$ cat config.mk
export PLATFORM = sky130hd
export DESIGN_NAME = tcw_step
export DESIGN_NICKNAME = d
export VERILOG_FILES = /design/src/design/tcw_pkg.sv /design/src/design/tcw_step.sv
export SDC_FILE = /design/constraint.sdc
export NUM_CORES = 1
export LEC_CHECK = 0
export BUFFER_PORTS_ARGS = -buffer_cell sky130_fd_sc_hd__buf_4
export CAP_MARGIN = 0
export CORE_MARGIN = 1
export CORE_UTILIZATION = 50
export DETAILED_ROUTE_END_ITERATION = 7
export GPL_TIMING_DRIVEN = 0
export PLACE_DENSITY = 0.83
export SLEW_MARGIN = 40
export SYNTH_ARGS = -nofsm -noshare
export SYNTH_HDL_FRONTEND = slang
export SYNTH_SLANG_ARGS = --single-unit
$ cat constraint.sdc
create_clock -name vclk -period 8
set_clock_uncertainty 0.2 [all_clocks]
set_input_delay 2 -clock vclk [all_inputs]
set_output_delay 2 -clock vclk [all_outputs]
set_load 0.05 [all_outputs]
$ cat src/design/tcw_pkg.sv
// ---------------------------------------------------------------------------
// tcw_pkg
// Geometry, field layout, codes and helper functions of the console writer.
// ---------------------------------------------------------------------------
package tcw_pkg;

  // Screen geometry
  localparam int COLUMNS  = 80;
  localparam int ROWS     = 25;
  localparam int CELLS    = ROWS * COLUMNS;
  localparam int ADDR_W   = $clog2(CELLS);
  localparam int BOT_W    = $clog2(ROWS + 1);
  localparam int WIDE_W   = $clog2((ROWS + 32) * COLUMNS + 1) + 1;

  // Field widths
  localparam int COL_W    = 7;
  localparam int ROW_W    = 5;
  localparam int POS_W    = 12;
  localparam int CELL_W   = 16;
  localparam int CMD_W    = 2;
  localparam int CHAR_W   = 8;
  localparam int IDX_W    = 11;
  localparam int BYTE_W   = 8;

  localparam logic [COL_W-1:0] COL_MAX = '1;
  localparam logic [ROW_W-1:0] ROW_MAX = '1;
  localparam int HIDDEN_POS = ROWS * COLUMNS + COLUMNS;

  // Stream layout, lowest field first
  localparam int IN_CH_LSB    = 0;
  localparam int IN_IDX_LSB   = IN_CH_LSB + CHAR_W;
  localparam int IN_TDATA_W   = 24;
  localparam int OUT_POS_LSB  = 0;
  localparam int OUT_LO_LSB   = OUT_POS_LSB + POS_W;
  localparam int OUT_HI_LSB   = OUT_LO_LSB + BYTE_W;
  localparam int OUT_SC_BIT   = OUT_HI_LSB + BYTE_W;
  localparam int OUT_TDATA_W  = 32;

  // Configuration port
  localparam int CFG_IDX_W  = 4;
  localparam int CFG_DATA_W = 5;

  // Character codes
  localparam logic [CHAR_W-1:0] CH_BS         = 8'h08;
  localparam logic [CHAR_W-1:0] CH_TAB        = 8'h09;
  localparam logic [CHAR_W-1:0] CH_LF         = 8'h0A;
  localparam logic [CHAR_W-1:0] CH_CR         = 8'h0D;
  localparam logic [CHAR_W-1:0] CH_SPACE      = 8'h20;
  localparam logic [CHAR_W-1:0] CH_PRINT_LAST = 8'h7F;
  localparam logic [BYTE_W-1:0] CLEAR_ATTR    = 8'h0F;
  localparam int TAB_STEP = 8;

  typedef enum logic [CMD_W-1:0] {
    CMD_PUT   = 2'd0,
    CMD_CLEAR = 2'd1,
    CMD_READ  = 2'd2
  } cmd_t;

  typedef enum logic [CFG_IDX_W-1:0] {
    REG_SCROLL_TOP    = 4'd0,
    REG_SCROLL_BOTTOM = 4'd1,
    REG_FOREGROUND    = 4'd2,
    REG_BACKGROUND    = 4'd3,
    REG_WRAP_DISABLED = 4'd4,
    REG_SCROLL_ENABLE = 4'd5,
    REG_BYTE_SWAP     = 4'd6,
    REG_CURSOR_HIDDEN = 4'd7
  } reg_idx_t;

  typedef struct packed {
    logic [4:0] scroll_top;
    logic [4:0] scroll_bottom;
    logic [3:0] foreground;
    logic [3:0] background;
    logic       wrap_disabled;
    logic       scroll_enable;
    logic       byte_swap;
    logic       cursor_hidden;
  } cfg_t;

  // Outcome of one put command on cursor and cell store
  typedef struct packed {
    logic [COL_W-1:0]  col;
    logic [ROW_W-1:0]  row;
    logic              we;
    logic [ADDR_W-1:0] addr;
    logic [CELL_W-1:0] wdata;
    logic              scroll;
  } step_t;

  // Clamp the scroll bottom to 1..ROWS
  function automatic logic [BOT_W-1:0] eff_bottom(input logic [4:0] sb);
    logic [BOT_W-1:0] b;
    if (sb == 5'd0) begin
      b = BOT_W'(1);
    end else if (WIDE_W'(sb) > WIDE_W'(ROWS)) begin
      b = BOT_W'(ROWS);
    end else begin
      b = BOT_W'(sb);
    end
    return b;
  endfunction

  function automatic logic [WIDE_W-1:0] cell_addr(input logic [ROW_W-1:0] row,
                                                  input logic [COL_W-1:0] col);
    return WIDE_W'(row) * WIDE_W'(COLUMNS) + WIDE_W'(col);
  endfunction

  function automatic logic [CELL_W-1:0] make_cell(input logic [BYTE_W-1:0] ch,
                                                  input logic [BYTE_W-1:0] attr,
                                                  input logic swap);
    return swap ? {ch, attr} : {attr, ch};
  endfunction

endpackage

$ cat src/design/tcw_step.sv
// ---------------------------------------------------------------------------
// tcw_step
// Character interpreter: cursor motion, cell write and scroll decision.
// ---------------------------------------------------------------------------
module tcw_step (
  input  tcw_pkg::cfg_t                 cfg,
  input  logic [tcw_pkg::COL_W-1:0]     col,
  input  logic [tcw_pkg::ROW_W-1:0]     row,
  input  logic [tcw_pkg::CHAR_W-1:0]    ch,
  output tcw_pkg::step_t                step
);
  import tcw_pkg::*;

  logic [COL_W-1:0]  col1;
  logic [ROW_W-1:0]  row1;
  logic [COL_W:0]    tab;
  logic [BYTE_W-1:0] attr;
  logic [BOT_W-1:0]  bot;
  logic              we;
  logic              scroll;

  assign attr = {cfg.background, cfg.foreground};
  assign bot  = eff_bottom(cfg.scroll_bottom);
  assign tab  = ({1'b0, col} + (COL_W + 1)'(TAB_STEP)) & ~(COL_W + 1)'(TAB_STEP - 1);

  // Interpret the byte, then, unless wrapping is disabled, wrap and check for scroll
  always_comb begin
    col1   = col;
    row1   = row;
    we     = 1'b0;
    scroll = 1'b0;
    case (ch)
      CH_BS: begin
        if (col != '0) col1 = col - 1'b1;
      end
      CH_TAB: begin
        col1 = (tab > {1'b0, COL_MAX}) ? COL_MAX : tab[COL_W-1:0];
      end
      CH_CR: begin
        col1 = '0;
      end
      CH_LF: begin
        if (row1 != ROW_MAX) row1 = row1 + 1'b1;
      end
      default: begin
        if (ch inside {[CH_SPACE:CH_PRINT_LAST]}) begin
          we = (WIDE_W'(col) < WIDE_W'(COLUMNS)) && (WIDE_W'(row) < WIDE_W'(ROWS));
          if (col != COL_MAX) col1 = col + 1'b1;
        end
      end
    endcase
    if (!cfg.wrap_disabled) begin
      if (WIDE_W'(col1) >= WIDE_W'(COLUMNS)) begin
        col1 = '0;
        if (row1 != ROW_MAX) row1 = row1 + 1'b1;
      end
      if ((WIDE_W'(row1) >= WIDE_W'(bot)) && cfg.scroll_enable) begin
        scroll = 1'b1;
      end
    end
  end

  assign step.col    = col1;
  assign step.row    = scroll ? ROW_W'(bot - 1'b1) : row1;
  assign step.we     = we;
  assign step.addr   = ADDR_W'(cell_addr(row, col));
  assign step.wdata  = make_cell(ch, attr, cfg.byte_swap);
  assign step.scroll = scroll;

endmodule

==> Yosys cells after proc, flatten, opt, wreduce, memory -nomap -nowiden <==
Index checks and enable logic that the tools add are counted.
{ "classes": {"order_cmp": 8, "reduce_logical": 6, "add_sub_neg": 7, "n_mux": 21, "multipliers": 1, "n_eq_ne": 7} }
{ "ops": {"columns": ["cell", "n"], "rows": [
  ["5-bit 2-to-1 mux", 9],
  ["7-bit 2-to-1 mux", 6],
  ["8-bit by 4-bit == test with 1-bit output (second input constant)", 4],
  ["7-bit case mux with 4 select lines", 1],
  ["16-bit 2-to-1 mux", 1],
  ["11-bit by 7-bit adder with 11-bit output", 1],
  ["5-bit by 1-bit adder with 5-bit output (second input constant)", 2],
  ["5-bit inequality test (second input constant)", 2],
  ["7-bit by 4-bit adder with 8-bit output (second input constant)", 1],
  ["8-bit by 6-bit greater-or-equal comparator with 1-bit output (second input constant)", 1],
  ["8-bit by 7-bit > comparator with 1-bit output (second input constant)", 1],
  ["8-bit by 7-bit <= comparator with 1-bit output (second input constant)", 1],
  ["7-bit by 1-bit adder with 7-bit output (second input constant)", 1],
  ["7-bit greater-or-equal comparator (second input constant)", 1],
  ["7-bit less-than comparator (second input constant)", 1],
  ["5-bit by 3-bit multiplier with 7-bit output (second input constant)", 1],
  ["7-bit inequality test (second input constant)", 1],
  ["7-bit nonzero test", 1],
  ["7-bit by 1-bit subtractor with 7-bit output (second input constant)", 1],
  ["5-bit greater-or-equal comparator", 1],
  ["5-bit > comparator (second input constant)", 1],
  ["5-bit logical NOT", 1],
  ["5-bit less-than comparator (second input constant)", 1],
  ["5-bit by 1-bit subtractor with 5-bit output (second input constant)", 1],
  ["3 further kinds", 8]
]} }
{ "word_totals": {"register_bits": 0, "elab_cells": 50, "in_bits": 42, "out_inout_bits": 41} }

==> Logic depth before layout (Yosys ltp) <==
{ "depth": {"depth_word": 12, "ltp_mapped": 19, "ltp_nobuf": 18} }

==> Worst setup path after synthesis <==
No wires, ideal clock.
{ "synth_timing": {"path_type": "input -> output", "from": "input col[0] (netlist name)", "to": "output step[33] (netlist name)", "arrival_ns": 5.544, "setup_slack_ns": 0.256, "t_required_ns": 5.800, "path_stages": 17, "path_buffers": 0, "path_cell_list": "ha_1 and3_2 and4_2 or3_1 a32o_2 o21ai_4 nor2b_2 xnor2_1 ha_1 nand2b_1 a21oi_1 nor2b_1 o21ai_0 a21o_2 nor2_1 a22o_1 a31oi_1"} }
{ "synth_rtl": {"columns": ["element", "line_no", "rtl"], "rows": [
  ["from (decl)", "tcw_step.sv:7", "input logic [tcw_pkg::COL_W-1:0] col,"],
  ["to (decl)", "tcw_step.sv:10", "output tcw_pkg::step_t step"]
]} }

==> flow_summary.toml <==
[status]
status = "finished clean"

[sta]
slew_viol_final = 0
max_freq_ghz = 0.129
layout_min_cycle_time_ns = 7.73
holdWs_ns = 4.05
setup_viol = 0
worst_slew_pin_slew_ns = 0.521
final.setup.tns_ns = 0
finalCritPeriodShare = 0.967
relSlewSlack = 0.652
fin_ws_ns = 0.266
final_hold_viol_count = 0

[place]
dp_hpwl_um = 4450
place.gp.congestion = 0.851
numPlacedInstances = 382
dp_slack_ns = 0.167
portBuffers = 73
placed_area_um2 = 2570

[cells_and_area]
layout-area-overhead-vs-synth_pct = 33.5
final_util = 0.706
seq_area_um2 = 0
final_cells = 385
design.seq.count = 0
nClkBuffers = 0
drive_above_1_share = 0.404
num-nets-final = 405
fin_area_um2 = 2620
antennaDiodeCount = 0

[floorplan]
die_area_um2 = 4190
rows = 22
core-area_um2 = 3720
design.portCount = 83
initial_core_util = 0.529
die_height_um = 64.7
die_x_um = 64.7

[routing]
drt_iter0_markers = 90
firstDrtPassIters = 4
wire_per_inst_um = 14.0
drc = 0
postRouteAntennaNets = 0
via_count = 2241
drt-vias-per-instance = 5.82
drt-total-wl_um = 5410

[logic_synthesis]
yosys-top-cells-area = "ha_1, mux2_2, a21oi_1"
yosys.area.top_type_share = 0.140
synth.distinct_cells = 68
yosysTopAreaCell = "ha_1"
synth_area_um2 = 1970
synth.avg_cell_area_um2 = 7.53
synth_compound_area_frac = 0.269
yosysSeqAreaShare = 0
muxShareOfSynthArea = 0.107
synth-simple-area-share = 0.290
synthAdderAreaFrac = 0.160
syn_nets = 327
syn_inst = 261
synth_xor_area_frac = 0.0535
synth_top_family_by_area = "simple AND/OR/NAND/NOR gates"
yosys_warnings = 0

[worst_setup_path]
crit_path_start_kind = "input pin"
worstSetupStartpoint = "col[0]"
endpoint_kind = "output port"
crit_fanout = 10
path_class = "in2out"
critPathArrivalTime_ns = 5.53
required_ns = 5.80

[clock_network]
cts_hold_buffers = 0

[global_route]
grt_start_max_net_pins = 11
grt_pass1_wl_um = 8740
grt_use_met1 = 0.303
grt_pass1_vias = 2040
use_met3 = 0.00352
antenna_found_initial = 0
grt-ovfl-total = 0
grtUsageMet2 = 0.503
busiest_layer = "met2"
grt_use_total = 0.251

[run]
max_cap_violations = 0

[power]
fin_total_pwr_mw = 0.244
power_density_nw_per_um2 = 92.8
p_leak_nw = 1.22
vdd_drop_max_mv = 0.0960

[min_path]
hold_path_class = "in2out"
hp-start = "col[2]"
[final timing paths]
kind | endpoint | slack, ns | cells after the start
setup / recovery | step[32] | 0.27 | 19
hold / removal | step[19] | 4.05 | 2
[kinds of logic (layout without fill, tap and decap cells)]
logic type | count (synthesis) | after routing
AO/OA/AOI/OAI | 74 | 74
XOR/XNOR | 12 | 12
adder cells (fa/ha/maj) | 24 | 24
buffers and inverters | 39 | 115
multiplexers | 19 | 19
AND/OR/NAND/NOR | 93 | 93
[layer usage]
| metal | vias to the layer above | share of wire |
|---|---|---|
| met5 | - | 0 |
| met2 | 50 | 0.52 |
| met3 | 4 | 0.036 |
| met4 | 0 | 0.0070 |
| met1 | 1068 | 0.43 |
| li1 | 1119 | - |
[cell usage after synthesis (all sizes together), types with 4 or more instances]
library cell and count:
nor3b 4, clkbuf 7, nor2 20, nand2 19
xnor2 8, nand3 6, nor4b 4, nor3 6
a21oi 26, a21o 5, nor2b 5, mux2 16
inv 19, ha 22, a31oi 6, buf 13
xor2 4, o21ai 13, nand4 8
[where the power goes]
group	switching (mW)	leakage [nW]	internal [mW]	total [mW]
registers	0	0	0	0
clock network	0	0	0	0
logic	0.154	1.22	0.0896	0.244
[area by class of cell]
cell class,instances,area (µm²)
Multi-Input combinational cell,222,1750
Fill cell,318,1090
Timing Repair Buffer,76,574
Buffer,20,164
Inverter,19,71.3
Tap cell,48,60.1
[layout by cell type, fill, tap and decap left out, types with 3 or more instances in the layout]
master    synthesis  final
a41oi_1           3      3
nor2_1           20     20
mux2i_1           3      3
mux2_2           16     16
a21oi_2           3      3
buf_4             6     81
xor2_1            4      4
inv_1            19     19
nor3_1            6      5
ha_1             22     22
a21oi_1          23     23
xnor2_1           8      7
nand4_1           6      6
nand3_1           6      6
nor2b_1           4      4
nor3b_1           4      4
a21o_1            3      3
clkbuf_1          3      3
buf_2             3      3
nand2_1          19     19
clkbuf_8          4      4
nand2b_1          3      3
buf_6             3      4
o21ai_0          11     11
a31oi_1           5      5
[repair_timing]
action | in CTS | in global routing
buffers inserted | 0 | 3
resized for setup | 0 | 5
endpoints found under the setup margin | 0 | 5
[worst max-delay path: stages]
cell and delay, ns:
buf_4 0.14, ha_1 0.23, and3_2 0.25, and4_2 0.25, or3_1 0.30, a32o_2 0.30
o21ai_4 0.19, nor2b_4 0.08, xnor2_1 0.13, ha_1 0.29, nand2b_1 0.14, a21oi_1 0.15
nor2b_1 0.06, o21ai_0 0.16, a21o_2 0.16, clkbuf_8 0.16, a21oi_1 0.08, o31ai_2 0.22
buf_4 0.23
No activity file was read; power rests on OpenSTA's default activity.
